==> src/hdl/sims_pkg.sv <==
package sims_pkg;

   localparam int OPERATION_W = 2;
   localparam int ION_MASS_W = 13;
   localparam int INTENSITY_W = 16;
   localparam int SCORE_W = 24;
   localparam int COUNT_W = 10;

   // mass plus one spare bit so that the upper neighbor of the top mass fits
   localparam int BIN_W = ION_MASS_W + 1;

   localparam int Q_DEPTH = 2;
   localparam int Q_PTR_W = 1;
   localparam int Q_CNT_W = 2;

   localparam logic [OPERATION_W-1:0] OP_LOAD = 2'd0;
   localparam logic [OPERATION_W-1:0] OP_START = 2'd1;
   localparam logic [OPERATION_W-1:0] OP_SCORE = 2'd2;

   localparam logic [1:0] PHASE_EXACT = 2'd0;
   localparam logic [1:0] PHASE_LOWER = 2'd1;
   localparam logic [1:0] PHASE_UPPER = 2'd2;

   localparam logic [COUNT_W-1:0] COUNT_MAX = '1;

   typedef struct packed {
      logic [OPERATION_W-1:0] operation;
      logic [ION_MASS_W-1:0] ion_mass;
      logic [INTENSITY_W-1:0] intensity;
      logic last_ion;
   } req_type;

   typedef struct packed {
      logic [SCORE_W-1:0] score;
      logic [COUNT_W-1:0] match_count;
   } rsp_type;

   typedef enum logic [1:0] {
      CMD_LOAD,
      CMD_START,
      CMD_SCORE
   } cmd_kind_type;

   typedef struct packed {
      cmd_kind_type kind;
      logic bin_ok;
      logic [ION_MASS_W-1:0] ion_mass;
      logic [INTENSITY_W-1:0] intensity;
      logic last_ion;
   } entry_type;

   typedef enum logic [1:0] {
      BACK_INIT,
      BACK_READY,
      BACK_SCORE,
      BACK_WIPE
   } back_state_type;

endpackage

==> src/hdl/sims_queue.sv <==
module sims_queue (
   input logic clock,
   input logic reset,
   input logic push,
   input sims_pkg::entry_type push_entry,
   input logic pop,
   output logic full,
   output logic valid,
   output sims_pkg::entry_type head
);
   import sims_pkg::*;

   entry_type slot_ff [Q_DEPTH];
   logic [Q_PTR_W-1:0] wr_ptr_ff, wr_ptr_in;
   logic [Q_PTR_W-1:0] rd_ptr_ff, rd_ptr_in;
   logic [Q_CNT_W-1:0] count_ff, count_in;

   assign full = count_ff == Q_CNT_W'(Q_DEPTH);
   assign valid = count_ff != '0;
   assign head = slot_ff[rd_ptr_ff];

   always_comb begin
      wr_ptr_in = push ? wr_ptr_ff + 1'b1 : wr_ptr_ff;
      rd_ptr_in = pop ? rd_ptr_ff + 1'b1 : rd_ptr_ff;
      count_in = count_ff;
      if (push && !pop) begin
         count_in = count_ff + 1'b1;
      end else if (pop && !push) begin
         count_in = count_ff - 1'b1;
      end
   end

   always_ff @(posedge clock) begin
      if (reset) begin
         wr_ptr_ff <= '0;
         rd_ptr_ff <= '0;
         count_ff <= '0;
      end else begin
         wr_ptr_ff <= wr_ptr_in;
         rd_ptr_ff <= rd_ptr_in;
         count_ff <= count_in;
      end
   end

   always_ff @(posedge clock) begin
      if (push) begin
         slot_ff[wr_ptr_ff] <= push_entry;
      end
   end

endmodule

==> config.mk <==
export PLATFORM = sky130hd
export DESIGN_NAME = sims_queue
export DESIGN_NICKNAME = d
export VERILOG_FILES = /design/src/hdl/sims_pkg.sv /design/src/hdl/sims_queue.sv
export SDC_FILE = /design/constraint.sdc
export NUM_CORES = 1
export LEC_CHECK = 0
export BUFFER_PORTS_ARGS = -buffer_cell sky130_fd_sc_hd__buf_2
export CORE_UTILIZATION = 55
export CTS_BUF_LIST = sky130_fd_sc_hd__clkbuf_16
export CTS_CLUSTER_DIAMETER = 30
export DETAILED_ROUTE_END_ITERATION = 6
export PLACE_DENSITY_LB_ADDON = 0.12
export RECOVER_POWER = 50
export SLEW_MARGIN = 20
export SYNTH_ARGS = -nofsm -noshare
export SYNTH_HDL_FRONTEND = slang
export SYNTH_SLANG_ARGS = --single-unit
==> constraint.sdc <==
create_clock -name clock -period 6.35 [get_ports clock]
set_input_delay 1.5875 -clock clock [delete_from_list [all_inputs] [get_ports clock]]
set_output_delay 1.5875 -clock clock [all_outputs]
set_load 0.01 [all_outputs]
==> results of run 1 <==
kinds of logic after synthesis:
kind of cell / synth area share (%)
AO/OA/AOI/OAI: 0.386
XOR/XNOR: 1.35
adder cells (fa/ha/maj): 0.483
buffers and inverters: 1.21
flip-flops: 80.3
multiplexers: 14.3
AND/OR/NAND/NOR: 1.88
where the power goes:
group / internal (W) / switching [W] / total, W
registers: 0.000545 / 0.0000103 / 0.000556
clock network: 0.000304 / 0.000182 / 0.000486
logic: 0.0000535 / 0.0000575 / 0.000111
total: 0.000903 / 0.000250 / 0.00115
critical path, delay by kind of cell:
family	cells	cell delay (ns)
simple gates	1	0.48
buf+inv	2	1.32
routing by layer:
layer	share of wire, %	wire (um)	GRT usage (%)	vias up
li1	-	-	-	647
met1	42	1780	23.0	642
met2	49	2070	29.1	53
met3	6.2	263	5.27	13
met4	2.9	121	12.7	0
met5	0	0	0	-
sequential cells by signal, summed over array words and instances (netlist names), named ones only:
signal / cells
slot_ff: 66
count_ff: 2
rd_ptr_ff: 1
wr_ptr_ff: 1
synth_stat cells (all sizes together):
| cell | n | area (sq um) |
|---|---|---|
| a21oi | 1 | 5.00 |
| and2 | 1 | 6.26 |
| and2b | 1 | 8.76 |
| buf | 4 | 27.5 |
| dfxtp | 5 | 100 |
| edfxtp | 66 | 1980 |
| ha | 1 | 12.5 |
| inv | 1 | 3.75 |
| mux2 | 33 | 372 |
| nor2 | 4 | 15.0 |
| nor2b | 1 | 6.26 |
| o21ai | 1 | 5.00 |
| or2 | 1 | 6.26 |
| or3 | 1 | 6.26 |
| xnor2 | 2 | 17.5 |
| xor2 | 2 | 17.5 |
cells in the final DEF, fill, tap and decap left out, drive strengths merged, types with 2 or more instances in the layout:
cell | Yosys | final
clkinv | 0 | 3
inv | 1 | 2
dfxtp | 5 | 5
clkbuf | 0 | 23
clkinvlp | 0 | 2
xnor2 | 2 | 2
edfxtp | 66 | 66
mux2 | 33 | 33
xor2 | 2 | 2
nor2 | 4 | 4
buf | 4 | 59
through the flow:
step | cell area [sq um] | hold WS, ns | total power, W | std cells | utilization (%)
floorplan | 2590 | 0.456 | 0.000630 | 125 | -
global placement | 3010 | 0.470 | 0.000673 | 246 | 67.7
detailed placement | 3010 | 0.508 | 0.000679 | 246 | 67.7
CTS | 3300 | 0.532 | 0.00116 | 262 | 74.4
global route | 3280 | 0.538 | 0.00119 | 262 | 73.9
finish | 3280 | 0.530 | 0.00115 | 262 | 73.9
worst min-delay path by stage:
stage,to,cells after the start,slack (ns)
after global routing,count_ff[1],2,0.54
after CTS,count_ff[1],2,0.53
after global placement,count_ff[1],2,0.47
after floorplan,count_ff[1],2,0.46
after detailed placement,count_ff[1],2,0.51
final,count_ff[1],2,0.53
cell type report:
class / instances / area [sq um] / area share, %
sequential: 71 / 2080 / 63.4
multi-input combinational: 49 / 485 / 14.8
timing repair buffer: 73 / 350 / 10.7
clock buffer: 9 / 225 / 6.86
clock inverter: 7 / 72.6 / 2.21
tap: 52 / 65.1 / 1.98
inverter: 1 / 3.75 / 0.114
==> flow_summary_export.csv, run 1 <==
group,metric,value,unit
grt,grt_pass1_wl,6600,um
sta,min_period_over_period,54.7,%
setup_path,critPathRequiredTime,6.28,ns
setup_path,crit_fanout,26,
synth,ys_seq_elements,71,
floorplanning,die_x,70.6,um
clocking,root_buffer,"clkbuf_16",
clocking,cts_tree,"built",
routing,drtPass1Iterations,6,
grt,grt_start_max_net_pins,34,
finish,areaGrowthSynthToFinish,26.8,%
floorplanning,coreArea,0.00444,sq mm
sta,timing.fmax,0.288,GHz
floorplanning,ioPinCount,72,
clocking,clkSinkCount,71,
synth,ys_seq_area_share,80.3,%
grt,grt_overflow,0,
clocking,cts_resized,0,
finish,antenna_cells,0,
power_and_ir_drop,power_density,351,mW/mm^2
flow_run,drv_cap,0,
floorplanning,die-area,0.00499,sq mm
sta,worst_pin_slew,1.47,ns
hold_path,hold_start,"count_ff[1]",
finish,nNetsFinal,243,
clocking,insertion_delay,0.33,ns
sta,hold_viol_final,0,
setup_path,startpoint,"push",
synth,synth_area,0.00259,sq mm
placement,numPortBuffers,71,
placement,place_hpwl,2810,um
setup_path,r2r_slack,3.96,ns
sta,rsz0062_at_grt,"false",
outcome,violations,"design-rule violations",
hold_path,hp-class,"reg -> reg",
synth,syn_avg_cell_area,20.7,sq um
sta,max_slew_margin,1.83,%
outcome,status,"finished with violations",
floorplanning,die_height,70.6,um
placement,gp_congestion,0.663,
power_and_ir_drop,ir_worst_vdd,0.239,mV
clocking,numCtsBuffers,9,
routing,wl,4240,um
setup_path,r2r-start,"wr_ptr_ff",
setup_path,cpPeakStageDelay,1.12,ns
synth,syn_inst,125,
setup_path,cp_slowest_cell,"clkbuf_1",
clocking,clkTransAtPathRegs,0.06,ns
finish,nFillCells,300,
sta,fin_tns_setup,0,ns
routing,avgViaCountPerCell,5.17,
routing,drtAntennaViolNets,0,
setup_path,endpoint_kind,"flip-flop",
setup_path,critPathArrivalTime,3.40,ns
placement,dp_slack,3.31,ns
floorplanning,start_util,58.3,%
clocking,htree_levels,3,
sta,fin_ws,2.88,ns
routing,num_vias,1355,
setup_path,crit_path_cell_trace,"clkbuf_1 > and2_0 > clkbuf_1",
floorplanning,fp-row-count,24,
power_and_ir_drop,leakagePower,1.24,nW
setup_path,critPathLaunchType,"input pin",
setup_path,path_common_cell,"clkbuf_1",
synth,synth_nets,163,
routing,drt_iter0_drc,64,
setup_path,crit_path_end,"slot_ff[1][19]",
sta,drv_slew,0,
clocking,cts_hold_buf,0,
routing,drc,11,
finish,drive_above_1_share,52.9,%
setup_path,reg2reg_depth,2,
clocking,postCtsSetupRepairBufs,0,
grt,grt_usage,18.7,%
setup_path,criticalPathCategory,"in -> reg",
sta,final.min_clock_period,3.47,ns
routing,avgRoutedWirePerCell,16.2,um
sta,setup_viol,0,
setup_path,worstReg2RegEnd,"slot_ff[1][19]",
synth,yosysUniqueCellTypes,17,
sta,fin_worst_skew,0.00420,ns
grt,antenna_found_initial,0,
grt,grt_pass1_vias,1410,
synth,synth_warnings,0,
clocking,clockBufferDepth,2,
Note: power is estimated with default switching activity, not from simulation.
==> run 2, diff against run 1 <==
- CORE_UTILIZATION: 55 -> 46
- clock period: 6.35 -> 2.86 ns (I/O delays scaled with it)
==> run 2 against run 1 <==
Against the previous run: the flow now finishes without violations; global-route usage fell by 2.8 points; die area up 19%; total power increased by 130%; non-clock buffer count increased by 1.
==> flow_summary_export.csv, run 2 (synthesized netlist as in run 1, its figures left out) <==
group,metric,value,unit
outcome,status,"completed",
clocking,cts_tree,"built",
placement,place_hpwl,2920,um
finish,drive_above_1_share,50.2,%
power_and_ir_drop,combinationalPowerShare,9.5,%
finish,areaGrowthSynthToFinish,28.3,%
floorplanning,die_height,77.1,um
clocking,insertion_delay,0.32,ns
power_and_ir_drop,ir_worst_vdd,0.423,mV
setup_path,critPathArrivalTime,1.73,ns
sta,final.min_clock_period,2.45,ns
routing,drtAntennaViolNets,0,
power_and_ir_drop,switchingPower,0.000519,W
sta,min_period_over_period,85.6,%
power_and_ir_drop,leakagePower,1.25,nW
setup_path,criticalPathCategory,"reg -> out",
setup_path,crit_path_cell_trace,"buf_12 > mux2_2 > buf_2",
placement,numPortBuffers,71,
routing,drt_iter0_drc,53,
setup_path,critPathRequiredTime,2.14,ns
clocking,clkSinkCount,71,
grt,grt_pass1_wl,6840,um
sta,timing.fmax,0.408,GHz
clocking,cts_resized,0,
power_and_ir_drop,p_clk_share,42.9,%
floorplanning,ioPinCount,72,
sta,worst_pin_slew,1.15,ns
sta,fin_worst_skew,0.00276,ns
grt,grt_start_max_net_pins,34,
grt,grt_util_met2,26.7,%
sta,setup_viol,0,
floorplanning,coreArea,0.00527,sq mm
sta,hold_viol_final,0,
grt,grt.busiest_layer,"met2",
routing,avgRoutedWirePerCell,15.3,um
power_and_ir_drop,power_frac_seq,47.5,%
setup_path,r2r_slack,0.87,ns
grt,globalRouteMet3Util,4.52,%
clocking,postCtsSetupRepairBufs,0,
power_and_ir_drop,p_int,0.00208,W
finish,nNetsFinal,244,
sta,hold_slack,0.535,ns
grt,gr-usage-met1,17.6,%
clocking,clkTransAtPathRegs,0.05,ns
hold_path,hp-class,"reg -> reg",
clocking,htree_levels,3,
grt,antenna_found_initial,0,
finish,largest_reg_flops,66,
power_and_ir_drop,power_density,782,mW/mm^2
sta,drv_slew,0,
setup_path,endpoint_kind,"output pin",
grt,grt_overflow,0,
power_and_ir_drop,p_sw_share,20.0,%
clocking,cts_hold_buf,0,
setup_path,cp_slowest_cell,"dfxtp_1",
floorplanning,start_util,49.2,%
floorplanning,fp-row-count,26,
grt,grt_usage,15.9,%
finish,top_register,"slot_ff",
finish,top_regs,"slot_ff: 66 flops, count_ff: 2 flops",
clocking,numCtsBuffers,9,
sta,max_slew_margin,22.9,%
setup_path,critPathLaunchType,"flip-flop",
routing,drc,0,
routing,wl,4310,um
finish,antenna_cells,0,
finish,layout_common_cells,"66 x edfxtp_1, 56 x buf_2, 33 x mux2_2, 15 x clkbuf_1, 9 x clkbuf_16",
flow_run,drv_cap,0,
sta,rsz0062_at_grt,"false",
setup_path,crit_fanout,23,
floorplanning,die_x,77.1,um
grt,grt_pass1_vias,1463,
finish,final_common_cell,"edfxtp_1",
floorplanning,die-area,0.00594,sq mm
clocking,clockBufferDepth,2,
clocking,root_buffer,"clkbuf_16",
setup_path,cpPeakStageDelay,0.66,ns
routing,avgViaCountPerCell,4.83,
routing,drtPass1Iterations,4,
sta,fin_tns_setup,0,ns
placement,gp_congestion,0.692,
routing,num_vias,1356,
[run 2: layer usage]
metal / vias up / part of all wire (%) / wire (um)
met4: 0 / 2.0 / 85
met1: 652 / 40 / 1720
met3: 9 / 6.0 / 259
met5: - / 0 / 0
li1: 645 / - / -
met2: 50 / 52 / 2250
[run 2: critical path: cells and delay by family, from the launching register on]
family	cells	cell delay (ns)
buffers and inverters	2	0.39
flip-flops	1	0.66
multiplexers	1	0.36
[run 2: worst paths after layout]
| kind | start | to | cells after the start |
|---|---|---|---|
| setup / recovery | flip-flop | head[7] | 3 |
| hold reg to reg | wr_ptr_ff | wr_ptr_ff | 2 |
| hold / removal | wr_ptr_ff | wr_ptr_ff | 2 |
| setup reg to reg | wr_ptr_ff | slot_ff[0][5] | 2 |
[run 2: final cells by class]
type | instances | area (sq um)
fill | 397 | 1940
clock inverter | 7 | 80.1
tap | 70 | 87.6
sequential | 71 | 2080
clock buffer | 9 | 225
multi-input combinational | 49 | 478
inverter | 1 | 3.75
timing repair buffer | 74 | 369
[run 2: per-stage QoR]
| stage | utilization [%] | cell area (sq um) | power, W | setup slack, ns | cells |
|---|---|---|---|---|---|
| after floorplan | - | 2590 | 0.00140 | 0.228 | 125 |
| after global placement | 57.9 | 3050 | 0.00150 | 0.786 | 265 |
| after detailed placement | 57.9 | 3050 | 0.00151 | 0.736 | 265 |
| after CTS | 63.7 | 3350 | 0.00263 | 0.383 | 281 |
| after global routing | 63.1 | 3330 | 0.00269 | 0.361 | 281 |
| final | 63.1 | 3330 | 0.00260 | 0.412 | 281 |
[run 2: power by group through the flow]
stage | logic [W] | clock network, W | registers (W)
after floorplan | 0.000154 | 0 | 0.00124
after global placement | 0.000249 | 0 | 0.00125
after detailed placement | 0.000256 | 0 | 0.00126
after CTS | 0.000258 | 0.00113 | 0.00124
after global routing | 0.000272 | 0.00118 | 0.00124
final | 0.000248 | 0.00112 | 0.00124
==> run 3, diff against run 2 <==
- ABC_AREA: not set -> 1
- CORE_UTILIZATION: 46 -> 47
- SLEW_MARGIN: 20 -> not set
==> run 3 against run 2 <==
Against the previous run: total power fell by 2.7%; critical path type unchanged; area after synthesis rose by 6.7%; sequential power barely moved.
==> flow_summary_export.csv, run 3 <==
group,metric,value,unit
floorplanning,die_height,78.7,um
sta,fin_tns_setup,0,ns
finish,top_register,"slot_ff",
sta,final.min_clock_period,2.41,ns
clocking,clkTransAtPathRegs,0.05,ns
routing,drtAntennaViolNets,0,
sta,min_period_over_period,84.4,%
finish,nNetsFinal,256,
routing,drtPass1Iterations,4,
synth,synth_warnings,0,
finish,areaGrowthSynthToFinish,25.3,%
placement,gp_congestion,0.606,
clocking,numCtsBuffers,9,
routing,drc,0,
grt,grt_usage,15.1,%
synth,synth_area,0.00276,sq mm
floorplanning,ioPinCount,72,
sta,max_slew_margin,61.2,%
hold_path,whs_path_depth,2,
sta,worst_pin_slew,0.581,ns
clocking,insertion_delay,0.33,ns
grt,grt_pass1_vias,1430,
sta,fin_worst_skew,0.00291,ns
clocking,root_buffer,"clkbuf_16",
grt,grt_start_max_net_pins,25,
setup_path,cp_slowest_cell,"dfxtp_2",
synth,syn_inst,136,
floorplanning,fp-row-count,27,
grt,grt_pass1_wl,6480,um
routing,wl,4300,um
finish,nFillCells,443,
floorplanning,start_util,49.6,%
power_and_ir_drop,power_density,730,mW/mm^2
power_and_ir_drop,power_frac_seq,48.5,%
power_and_ir_drop,leakagePower,1.40,nW
synth,synth_nets,174,
synth,synth_common_cells,"66 x edfxtp_1, 30 x mux2_4, 9 x inv_1",
setup_path,critPathLaunchType,"flip-flop",
grt,grt_overflow,0,
setup_path,reg2reg_depth,2,
setup_path,criticalPathCategory,"reg -> out",
setup_path,endpoint_kind,"output pin",
clocking,postCtsSetupRepairBufs,0,
synth,synth_edf_count,66,
clocking,cts_hold_buf,0,
finish,largest_reg_flops,66,
clocking,cts_tree,"built",
clocking,clkSinkCount,71,
sta,timing.fmax,0.414,GHz
setup_path,critPathRequiredTime,2.14,ns
sta,hold_viol_final,0,
synth,ys_seq_elements,71,
sta,drv_slew,0,
routing,avgViaCountPerCell,4.73,
clocking,clockBufferDepth,2,
synth,synth_async_sr_flop_share,0,%
sta,setup_viol,0,
synth,synth.most_common_cell,"edfxtp_1",
synth,yosys.area.top_type_share,71.7,%
setup_path,cpPeakStageDelay,0.65,ns
finish,antenna_cells,0,
synth,yosysTopAreaCell,"edfxtp_1",
routing,drt_iter0_drc,57,
finish,layout_common_cells,"66 x edfxtp_1, 56 x buf_2, 30 x mux2_4, 14 x clkbuf_1, 10 x inv_1",
placement,place_hpwl,2960,um
power_and_ir_drop,p_clk_share,41.0,%
outcome,status,"completed",
floorplanning,die_x,78.7,um
placement,numPortBuffers,71,
power_and_ir_drop,p_int,0.00200,W
finish,top_regs,"slot_ff: 66 flops, count_ff: 2 flops",
synth,yosysUniqueCellTypes,16,
setup_path,critPathArrivalTime,1.70,ns
synth,synth_flop_cell,"edfxtp_1",
floorplanning,coreArea,0.00557,sq mm
finish,final_common_cell,"edfxtp_1",
flow_run,drv_cap,0,
finish,fin_util,62.1,%
power_and_ir_drop,combinationalPowerShare,10.5,%
finish,drive_above_1_share,48.0,%
routing,avgRoutedWirePerCell,14.6,um
synth,ys_seq_area_share,75.3,%
power_and_ir_drop,p_sw_share,20.9,%
synth,synth_area_leaders,"edfxtp_1 72%, mux2_4 16%, dfxtp_1 3.6%, buf_12 2.2%, inv_1 1.2%",
clocking,htree_levels,3,
power_and_ir_drop,switchingPower,0.000528,W
synth,syn_avg_cell_area,20.3,sq um
sta,rsz0062_at_grt,"false",
setup_path,crit_fanout,18,
power_and_ir_drop,ir_worst_vdd,0.415,mV
grt,antenna_found_initial,0,
hold_path,hp-class,"reg -> reg",
clocking,cts_resized,0,
routing,num_vias,1395,
setup_path,crit_path_cell_trace,"buf_12 > mux2_4 > buf_2",
floorplanning,die-area,0.00619,sq mm
## run 3: cell types whose count changed in the layout (fill, tap and decap cells not counted), sizes merged, moves of 2 or more
cell	change
xor2	-2
buf	+3
nand2	+6
clkinv	+2
nor2	+2
clkbuf	-2
inv	+7
## run 3: logic make-up (layout without fill, tap and decap cells)
group | count (synthesis) | count (layout) | share of synthesized area (%)
xor gates and xnor gates | 1 | 1 | 0.317
adders and majority gates | 1 | 1 | 0.453
buffers and inverters | 13 | 100 | 3.80
muxes | 33 | 33 | 17.5
and+or+nand+nor | 15 | 15 | 2.22
AOI/OAI and AO/OA | 2 | 2 | 0.362
DFF | 71 | 71 | 75.3
## run 3: worst max-delay path: cells and delay by family (launching register included)
| kind | cells | cell delay [ns] |
|---|---|---|
| buffers and inverters | 2 | 0.39 |
| flip-flops | 1 | 0.65 |
| multiplexers | 1 | 0.32 |
## run 3: cell type report
type	instances	area [sq um]	share of cell area, %
tap	72	90.1	2.60
clock buffer	9	225	6.50
clock inverter	7	55.1	1.59
multi-input combinational	52	584	16.9
sequential	71	2080	60.2
timing repair buffer	75	392	11.3
inverter	9	33.8	0.975
## run 3: metrics by stage
step | cell area (sq um) | hold WS (ns) | worst slack, ns | std cells | total power, W
finish | 3460 | 0.533 | 0.445 | 295 | 0.00253
global route | 3460 | 0.568 | 0.367 | 295 | 0.00261
CTS | 3480 | 0.543 | 0.412 | 295 | 0.00255
detailed placement | 3200 | 0.536 | 0.758 | 279 | 0.00152
global placement | 3200 | 0.502 | 0.792 | 279 | 0.00151
floorplan | 2760 | 0.480 | 0.290 | 136 | 0.00143
## run 3: power by group through the flow
| stage | logic, W | clock network (W) | registers (W) |
|---|---|---|---|
| floorplan | 0.000191 | 0 | 0.00123 |
| global placement | 0.000265 | 0 | 0.00125 |
| detailed placement | 0.000273 | 0 | 0.00125 |
| CTS | 0.000274 | 0.00105 | 0.00123 |
| global route | 0.000288 | 0.00109 | 0.00123 |
| finish | 0.000266 | 0.00104 | 0.00123 |
## run 3: path summary, 6_finish.rpt
kind                   from       endpoint  slack [ns]
hold / removal    rd_ptr_ff      rd_ptr_ff        0.53
setup / recovery  flip-flop        head[1]        0.45
setup reg to reg  wr_ptr_ff  slot_ff[0][9]        1.39
hold reg to reg   rd_ptr_ff      rd_ptr_ff        0.53
## run 3: layer usage
metal | vias up | global-route usage, % | share of wire [%]
met5 | - | 0 | 0
li1 | 675 | - | -
met2 | 55 | 25.4 | 51
met1 | 655 | 15.5 | 39
met4 | 0 | 11.1 | 2.4
met3 | 10 | 5.12 | 7.9
